$ cat src/hw/rtl/fp8u_pkg.sv
// ----------------------------------------------------------------------------
// fp8u_pkg: shared types, constants and functions for the E4M3 unit
// Request and result structs, mode codes, and the E4M3 field helpers.
// ----------------------------------------------------------------------------
package fp8u_pkg;

    typedef enum logic [1:0] {
        MODE_MUL = 2'd0,
        MODE_ADD = 2'd1,
        MODE_CVT = 2'd2,
        MODE_DEC = 2'd3
    } t_mode;

    localparam logic [7:0]  FP8_SIGN    = 8'h80;
    localparam logic [6:0]  FP8_MAXFIN  = 7'h7E;
    localparam logic [6:0]  FP8_NANCODE = 7'h7F;
    localparam logic [31:0] FP32_QNAN   = 32'h7FC0_0000;

    typedef struct packed {
        logic [1:0]  mode;
        logic [7:0]  operand_a;
        logic [7:0]  operand_b;
        logic [31:0] fp32_in;
    } t_req;

    typedef struct packed {
        logic [7:0]  fp8_out;
        logic [31:0] fp32_out;
    } t_res;

    // magnitude of an E4M3 code in units of 2^-9
    function automatic logic [17:0] fp8_mag(input logic [7:0] v);
        logic [3:0] e;
        logic [17:0] m;
        e = v[6:3];
        m = {14'd0, 1'b1, v[2:0]};
        if (e == 4'd0) begin
            return {15'd0, v[2:0]};
        end
        return m << (e - 4'd1);
    endfunction

    // replace a code that would read as NaN with the largest finite value
    function automatic logic [7:0] avoid_nan(input logic [7:0] c);
        if (c[6:0] == FP8_NANCODE) begin
            return {c[7], FP8_MAXFIN};
        end
        return c;
    endfunction

endpackage

$ cat src/hw/rtl/fp8u_front.sv
// ----------------------------------------------------------------------------
// fp8u_front: stage 1 of the E4M3 unit
// Decode operands, form magnitudes and their signed sum.
// ----------------------------------------------------------------------------
module fp8u_front import fp8u_pkg::*; (
    input  logic        i_clk,
    input  logic        i_rst_n,
    input  logic        i_valid,
    input  t_req        i_req,
    output logic        o_valid,
    output t_req        o_req,
    output logic [19:0] o_mag,
    output logic        o_sign,
    output logic        o_nan
);
    logic        r_valid;
    t_req        r_req;
    logic [19:0] r_mag;
    logic        r_sign;
    logic        r_nan;

    logic [19:0] n_mag;
    logic        n_sign;
    logic [17:0] ma, mb;
    logic        sa, sb;

    always_comb begin
        ma = fp8_mag(i_req.operand_a);
        mb = fp8_mag(i_req.operand_b);
        sa = i_req.operand_a[7];
        sb = i_req.operand_b[7];
        n_mag  = '0;
        n_sign = 1'b0;
        if (i_req.mode == MODE_DEC) begin
            n_mag  = {2'd0, ma};
            n_sign = sa;
        end else if (sa == sb) begin
            n_mag  = {2'd0, ma} + {2'd0, mb};
            n_sign = sa;
        end else if (ma > mb) begin
            n_mag  = {2'd0, ma - mb};
            n_sign = sa;
        end else if (mb > ma) begin
            n_mag  = {2'd0, mb - ma};
            n_sign = sb;
        end
    end

    always_ff @(posedge i_clk) begin
        if (!i_rst_n) begin
            r_valid <= 1'b0;
        end else begin
            r_valid <= i_valid;
        end
        r_req  <= i_req;
        r_mag  <= n_mag;
        r_sign <= n_sign;
        r_nan  <= (i_req.operand_a[6:0] == FP8_NANCODE)
               || (i_req.mode == MODE_ADD && i_req.operand_b[6:0] == FP8_NANCODE);
    end

    assign o_valid = r_valid;
    assign o_req   = r_req;
    assign o_mag   = r_mag;
    assign o_sign  = r_sign;
    assign o_nan   = r_nan;
endmodule

$ cat src/hw/rtl/fp8u_norm.sv
// ----------------------------------------------------------------------------
// fp8u_norm: stage 2 of the E4M3 unit
// Normalize the magnitude to fp32 bits, form the multiply product.
// ----------------------------------------------------------------------------
module fp8u_norm import fp8u_pkg::*; (
    input  logic        i_clk,
    input  logic        i_rst_n,
    input  logic        i_valid,
    input  t_req        i_req,
    input  logic [19:0] i_mag,
    input  logic        i_sign,
    input  logic        i_nan,
    output logic        o_valid,
    output t_req        o_req,
    output logic [31:0] o_bits,
    output logic        o_nan,
    output logic [7:0]  o_mul
);
    logic        r_valid;
    t_req        r_req;
    logic [31:0] r_bits;
    logic        r_nan;
    logic [7:0]  r_mul;

    logic [31:0] n_bits;
    logic [7:0]  n_mul;
    logic [4:0]  p;
    logic [42:0] sh;
    logic [7:0]  prod, pm;
    logic [5:0]  e;
    logic [4:0]  mant;

    always_comb begin
        // leading one position
        p = 5'd0;
        for (int k = 0; k < 20; k++) begin
            if (i_mag[k]) begin
                p = 5'(k);
            end
        end
        sh = {23'd0, i_mag} << (5'd23 - p);
        if (i_mag == 20'd0) begin
            n_bits = {i_sign, 31'd0};
        end else begin
            n_bits = {i_sign, 8'(p) + 8'd118, sh[22:0]};
        end

        prod = {4'd0, 1'b1, i_req.operand_a[2:0]} * {4'd0, 1'b1, i_req.operand_b[2:0]};
        e = {2'd0, i_req.operand_a[6:3]} + {2'd0, i_req.operand_b[6:3]} + {5'd0, prod[7]};
        pm = prod[7] ? {1'b0, prod[7:1]} : prod;
        mant = 5'((pm + 8'd4) >> 3);
        e = e + {5'd0, mant[4]};
        // e holds biased sum + 7; valid range after saturation is 7..22
        if (e < 6'd7) begin
            n_mul = {i_req.operand_a[7] ^ i_req.operand_b[7], 4'd0, mant[2:0]};
        end else if (e > 6'd22) begin
            n_mul = {i_req.operand_a[7] ^ i_req.operand_b[7], 4'hF, mant[2:0]};
        end else begin
            n_mul = {i_req.operand_a[7] ^ i_req.operand_b[7], 4'(e - 6'd7), mant[2:0]};
        end
        n_mul = avoid_nan(n_mul);
    end

    always_ff @(posedge i_clk) begin
        if (!i_rst_n) begin
            r_valid <= 1'b0;
        end else begin
            r_valid <= i_valid;
        end
        r_req  <= i_req;
        r_bits <= n_bits;
        r_nan  <= i_nan;
        r_mul  <= n_mul;
    end

    assign o_valid = r_valid;
    assign o_req   = r_req;
    assign o_bits  = r_bits;
    assign o_nan   = r_nan;
    assign o_mul   = r_mul;
endmodule

$ cat src/hw/rtl/fp8u_round.sv
// ----------------------------------------------------------------------------
// fp8u_round: stage 3 of the E4M3 unit
// Round fp32 bits to E4M3 and select the result per mode.
// ----------------------------------------------------------------------------
module fp8u_round import fp8u_pkg::*; (
    input  logic        i_clk,
    input  logic        i_rst_n,
    input  logic        i_valid,
    input  t_req        i_req,
    input  logic [31:0] i_bits,
    input  logic        i_nan,
    input  logic [7:0]  i_mul,
    output logic        o_valid,
    output t_res        o_res
);
    logic r_valid;
    t_res r_res;
    t_res n_res;

    logic [31:0] x;
    logic        s;
    logic [7:0]  ef;
    logic [22:0] mt;
    logic [23:0] full;
    logic [1:0]  shs;
    logic [3:0]  m8;
    logic        rb, st, g;
    logic [3:0]  m3;
    logic [4:0]  e8;
    logic [7:0]  cvt;
    logic [23:0] lowmask;

    always_comb begin
        x    = (i_req.mode == MODE_CVT) ? i_req.fp32_in : i_bits;
        s    = x[31];
        ef   = x[30:23];
        mt   = x[22:0];
        full = {1'b1, mt};
        shs  = 2'd0;
        m8   = '0;
        rb   = 1'b0;
        st   = 1'b0;
        g    = 1'b0;
        m3   = '0;
        e8   = '0;
        lowmask = '0;
        if (ef == 8'hFF && mt != 23'd0) begin
            cvt = {1'b0, FP8_NANCODE};
        end else if (ef > 8'd135) begin
            cvt = {s, FP8_MAXFIN};
        end else if (ef < 8'd118) begin
            cvt = {s, 7'd0};
        end else if (ef < 8'd121) begin
            shs = 2'(8'd121 - ef);  // 1..3
            m8  = 4'(full >> (5'd20 + {3'd0, shs}));
            rb  = full[5'd19 + {3'd0, shs}];
            lowmask = (24'd1 << (5'd19 + {3'd0, shs})) - 24'd1;
            st  = (full & lowmask) != 24'd0;
            m8  = m8 + {3'd0, rb & (m8[0] | st)};
            if (m8 > 4'd7) begin
                m8 = 4'd7;
            end
            cvt = {s, 4'd0, m8[2:0]};
        end else begin
            e8 = 5'(ef - 8'd120);
            m3 = {1'b0, mt[22:20]};
            g  = mt[19];
            st = mt[18:0] != 19'd0;
            m3 = m3 + {3'd0, g & (m3[0] | st)};
            if (m3 > 4'd7) begin
                m3 = 4'd0;
                e8 = e8 + 5'd1;
            end
            if (e8 > 5'd15) begin
                cvt = {s, FP8_MAXFIN};
            end else begin
                cvt = avoid_nan({s, e8[3:0], m3[2:0]});
            end
        end

        n_res = '0;
        unique case (i_req.mode)
            MODE_MUL: n_res.fp8_out = i_mul;
            MODE_ADD: n_res.fp8_out = i_nan ? {1'b0, FP8_NANCODE} : cvt;
            MODE_CVT: n_res.fp8_out = cvt;
            MODE_DEC: n_res.fp32_out = i_nan ? FP32_QNAN : i_bits;
            default:  n_res = '0;
        endcase
    end

    always_ff @(posedge i_clk) begin
        if (!i_rst_n) begin
            r_valid <= 1'b0;
        end else begin
            r_valid <= i_valid;
        end
        r_res <= n_res;
    end

    assign o_valid = r_valid;
    assign o_res   = r_res;
endmodule

$ cat src/hw/rtl/fp8_e4m3_arith_unit_core.sv
// ----------------------------------------------------------------------------
// fp8_e4m3_arith_unit_core: E4M3 FP8 arithmetic unit
// Each accepted request passes the front, norm and round registers to o_done.
// Throughput: one request per cycle; busy is always low.
// Reset: synchronous active-low i_rst_n clears the stage valid bits.
// The receiver cannot stall; each result shows for exactly one cycle.
// ----------------------------------------------------------------------------
module fp8_e4m3_arith_unit_core import fp8u_pkg::*; (
    input  logic i_clk,
    input  logic i_rst_n,
    input  logic start,
    output logic busy,
    input  t_req i_req,
    output logic o_done,
    output t_res o_res
);
    logic        v1, v2;
    t_req        q1, q2;
    logic [19:0] mag1;
    logic        sign1, nan1, nan2;
    logic [31:0] bits2;
    logic [7:0]  mul2;

    // stateless pipeline: never hold off requests
    assign busy = 1'b0;

    // stage 1: magnitudes and signed sum
    fp8u_front u_front (
        .i_clk(i_clk), .i_rst_n(i_rst_n), .i_valid(start & ~busy), .i_req(i_req),
        .o_valid(v1), .o_req(q1), .o_mag(mag1), .o_sign(sign1), .o_nan(nan1)
    );

    // stage 2: normalize to fp32, multiply
    fp8u_norm u_norm (
        .i_clk(i_clk), .i_rst_n(i_rst_n), .i_valid(v1), .i_req(q1), .i_mag(mag1),
        .i_sign(sign1), .i_nan(nan1),
        .o_valid(v2), .o_req(q2), .o_bits(bits2), .o_nan(nan2), .o_mul(mul2)
    );

    // stage 3: round and select by mode
    fp8u_round u_round (
        .i_clk(i_clk), .i_rst_n(i_rst_n), .i_valid(v2), .i_req(q2), .i_bits(bits2),
        .i_nan(nan2), .i_mul(mul2), .o_valid(o_done), .o_res(o_res)
    );
endmodule

$ cat config.mk
export PLATFORM = sky130hd
export DESIGN_NAME = fp8_e4m3_arith_unit_core
export DESIGN_NICKNAME = d
export VERILOG_FILES = /design/src/hw/rtl/fp8u_pkg.sv /design/src/hw/rtl/fp8u_front.sv /design/src/hw/rtl/fp8u_norm.sv /design/src/hw/rtl/fp8u_round.sv /design/src/hw/rtl/fp8_e4m3_arith_unit_core.sv
export SDC_FILE = /design/constraint.sdc
export NUM_CORES = 1
export LEC_CHECK = 0
export BUFFER_PORTS_ARGS = -buffer_cell sky130_fd_sc_hd__buf_4
export CAP_MARGIN = 20
export CORE_MARGIN = 2
export CORE_UTILIZATION = 34
export DETAILED_ROUTE_END_ITERATION = 8
export GPL_TIMING_DRIVEN = 0
export HOLD_SLACK_MARGIN = 0.08
export PLACE_DENSITY = 0.57
export SYNTH_ARGS = -nofsm -noshare
export SYNTH_HDL_FRONTEND = slang
export SYNTH_SLANG_ARGS = --single-unit
$ cat constraint.sdc
create_clock -name i_clk -period 5.8 [get_ports i_clk]
set_input_delay 0.87 -clock i_clk [delete_from_list [all_inputs] [get_ports i_clk]]
set_output_delay 0.87 -clock i_clk [all_outputs]
set_load 0.05 [all_outputs]
==> results.txt <==
----------------------------------------------------
[Layout]
  Final Net Count ... 1,629
  Non-Filler Cell Area, Final ... about 13,000 sq um
  Most frequent standard cell in the layout excluding fill and tap cells ... dfxtp_1
  Layout Area Growth over Synthesis ... 16.5%
  Most frequent cells in the layout ... dfxtp_1 (189), nor2_1 (131), nand2_1 (100), buf_4 (98), a21oi_1 (97)
  Fill cell instance count of the final layout ... between 3,000 and 4,000
  Number of antenna diodes ... 0
  Fraction of final layout cells sized beyond drive strength 1 ... 13.8%
  Final Instance Count excl. Fillers ... just under 2,000
  Fraction of the core area covered by cells at the end of the flow ... 40.1%

[Hold path]
  Worst min-delay path category ... flop to flop
  Hold endpoint ... u_norm.o_req[29]
  Min-delay src ... u_front.o_req[29]
  Hold Path Cell Cnt ... 0

[Die]
  Number of top-level design ports ... 95
  Die span in x ... 188 um
  Initial core utilization ... 34.4%
  Die Footprint ... 35,300 sq um
  Number of rows in the core area ... 67
  Vertical die dimension ... about 190 um
  Area of the placeable core ... ~33,000 sq um

[Global routing]
  Vias in the first global route ... 9,913
  Wire length of the first global-routing pass ... 53,100 um
  Number of antenna violations at the first check in global routing ... 0
  Overall overflow remaining after global route ... 0
  Total global routing track utilization ... between 10% and 20%
  Largest net degree at the start of global routing ... 23

[Place]
  DP Wirelength ... between 20,000 and 30,000 um
  Final GP Congestion ... 0.944
  Number of placed instances with taps included ... 1,909
  Post-Place Cell Area ... between 10,000 and 15,000 sq um
  Number of input and output port buffers inserted ... between 90 and 100
  Worst setup slack before clock tree synthesis ... -419 ps

[STA]
  Final setup violating endpoints ... 0
  Max Transition Viols Final ... 0
  Final hold slack ... about 320 ps
  Worst Tran Pin Value ... 1240 ps
  Summed negative setup slack over all endpoints ... 0 ps
  Unrepaired setup endpoints after global routing ... false
  Final Worst Setup Slack ... around 120 ps
  Skew final ... 20.5 ps
  Highest achievable clock rate ... around 180 MHz
  Relative slew slack ... 16.7%
  Number of hold violations in the final report ... 0
  Final worst path period need ... approximately 5700 ps
  Final worst path period share ... 97.9%

[Setup path]
  Cell with the biggest individual delay on the critical path ... nor4_1
  Required arrival time at the worst endpoint ... 6090 ps
  Largest incremental delay on the critical path ... 1000 ps
  Path depth of the worst reg2reg path ... 19
  Worst setup SP type ... primary input
  Startpoint of the worst register-to-register path ... u_front.o_req[41]
  End of the worst register-to-register path ... u_norm.o_mul[0]
  Arrival time of the worst setup path ... around 6000 ps
  Reg2reg setup slack ... 630 ps
  Critical path fanouts, max ... 10
  Critical path class ... primary input to flop
  Critical Path, Cell by Cell ... buf_4 > inv_1 > ha_1 > clkbuf_1 > nor2_1 > nand2_1 > o21ai_0 > nor4_1 > inv_1 > ha_1 > buf_4 > a21oi_1 > o21bai_1 > a21o_1 > a2111oi_4 > a21bo_1 > nand2_2 > buf_2 > o221ai_1 > a21oi_1 > o22ai_1
  Endpoint class of the critical path ... flop

[Clock tree]
  Count of clock tree sinks ... 189
  Cell chosen for the clock root ... clkbuf_16
  Count of H-tree levels built during CTS ... 4
  Maximum number of buffers from clock root to sink ... 2
  Total CTS buffers ... 17
  Clock Latency Late Sink ... around 430 ps
  Worst-path clk slew ... 80 ps
  Buffers inserted by post-CTS timing repair ... 0
  Clock tree from TritonCTS ... yes
  Post-CTS Hold Fix Bufs ... 0
  Post-cts repair resize count ... 0

[Run]
  Max-capacitance violation count ... 0

[Synthesis]
  Mapped Area ... about 12,000 sq um
  Predominant post-synthesis flop cell ... dfxtp_1
  Post-synthesis async set-or-reset flop share ... 0%
  Synthesis-stage register bit count ... 189
  Synthesis warning total ... 0
  Number of cells produced by synthesis ... 1,368
  Number of distinct standard cells referenced by the synthesized netlist ... 90
  Sequential fraction of the synthesis area ... around 33%
  Nets in the synthesized netlist ... 1,516
  Number of enable-type register cells in the synthesized netlist ... 0
  Per-instance average area after synthesis ... 8.41 sq um

[Pwr]
  P_leak ... 5.73 nW
  Power per cell area ... 410 nW/um^2
  Maximum resistive drop on vdd ... 0.226 mV
  Overall power ... 5.49 mW

[Detailed routing]
  Antenna-violating nets left ... 0
  DRC Markers ... 0
  Vias post-DR ... around 10,000
  Average wire length per cell after detail routing ... 17.1 um
  Drt pass-1 iters ... 7
  Violation count after the first detailed-routing iteration ... roughly 760
  Vias per Instance ... 5.29
  Total Wirelength ... 33,300 um

[Run status]
  Run status ... completed

----------------------------------------------------
==> synth_stat cells, types with 5 or more instances <==
library cell / n / area, sq um
o22a_1: 5 / 43.8
nand4_1: 13 / 81.3
o31ai_1: 14 / 105
o21bai_1: 8 / 60.1
a22oi_1: 9 / 67.6
xnor2_1: 28 / 245
and2_1: 40 / 250
o211ai_1: 7 / 52.6
ha_1: 85 / 1060
nand2b_1: 14 / 87.6
buf_4: 5 / 37.5
a211oi_1: 11 / 82.6
o211a_1: 5 / 50.1
or3_1: 10 / 62.6
nor2_1: 132 / 495
buf_6: 6 / 67.6
mux2i_1: 27 / 270
nor2b_1: 11 / 68.8
a31oi_1: 15 / 93.8
o21ai_1: 7 / 35.0
clkbuf_1: 40 / 150
a21o_1: 17 / 128
o21a_1: 18 / 135
and3_1: 10 / 62.6
xor2_1: 19 / 166
nand2_1: 101 / 379
or2_2: 6 / 37.5
o21ai_0: 76 / 380
o22ai_1: 18 / 113
o221ai_1: 10 / 87.6
nand3_1: 28 / 140
a21oi_1: 97 / 485
inv_1: 92 / 345
buf_2: 12 / 60.1
nor4_1: 20 / 125
mux2_2: 13 / 146
dfxtp_1: 189 / 3780
o31a_1: 6 / 52.6
fa_1: 10 / 200
a221o_1: 7 / 70.1
a221oi_1: 6 / 52.6
a21boi_0: 5 / 37.5
nor3_1: 33 / 165
==> layout make-up <==
cell class | count | area, sq um | share of cell area (%)
inverter | 95 | 362 | 2.70
clock inverter | 15 | 196 | 1.47
timing repair buffer | 94 | 703 | 5.25
clock buffer | 17 | 425 | 3.17
multi-input combinational | 1019 | 7050 | 52.6
buffer | 65 | 324 | 2.42
sequential | 189 | 3780 | 28.2
tap | 448 | 561 | 4.18
==> critical path: cells and delay by family <==
kind / cells / cell delay, ps
AO/OA/AOI/OAI: 9 / 2000
AND/OR/NAND/NOR: 4 / 1400
buffers and inverters: 6 / 1080
adder cells (fa/ha/maj): 2 / 630
==> flip-flops by register name, indices dropped and copies added (netlist names) <==
name	flops
u_front.o_mag	19
u_front.o_nan	1
u_front.o_req	50
u_front.o_sign	1
u_front.o_valid	1
u_norm.o_bits	32
u_norm.o_mul	8
u_norm.o_nan	1
u_norm.o_req	34
u_norm.o_valid	1
u_round.o_res	40
u_round.o_valid	1
==> how the worst max path moves through the flow <==
stage / from / to / slack, ps / cells after the start
6_report: i_req[43] / u_front.o_mag[6] / 120 / 21
5_1_grt: i_req[43] / u_front.o_mag[5] / 3 / 21
4_1_cts: i_req[35] / u_front.o_mag[17] / 3 / 21
3_5_place_dp: i_req[35] / u_front.o_mag[17] / -420 / 21
3_3_place_gp: i_req[35] / u_front.o_mag[15] / -300 / 21
2_1_floorplan: i_req[35] / u_front.o_mag[3] / 770 / 21
==> kinds of logic (layout without fill, tap and decap cells) <==
kind of cell	Yosys count	after routing	share of synthesized area [%]
and+or+nand+nor	441	441	18.9
muxes	47	47	4.84
buffers and inverters	160	286	5.95
adders and majority gates	95	95	11.0
other	1	1	0.0326
AOI/OAI and AO/OA	388	388	22.9
xor gates and xnor gates	47	47	3.58
DFF	189	189	32.9
==> report_power, final <==
| part | internal (mW) | switching [mW] | leakage (nW) | total (mW) |
|---|---|---|---|---|
| Clock | 0.600 | 0.586 | 0.301 | 1.19 |
| Sequential | 1.52 | 0.155 | 1.58 | 1.68 |
| Combinational | 0.986 | 1.65 | 3.86 | 2.63 |
| Total | 3.11 | 2.39 | 5.73 | 5.49 |
==> metal layers <==
layer	GRT usage [%]	up-vias	wire (um)
met3	2.47	55	1800
met1	24.8	4745	15400
met4	6.60	0	866
li1	-	5097	-
met2	31.0	368	15200
met5	0	-	0
Power figures use the tool's default switching activity.
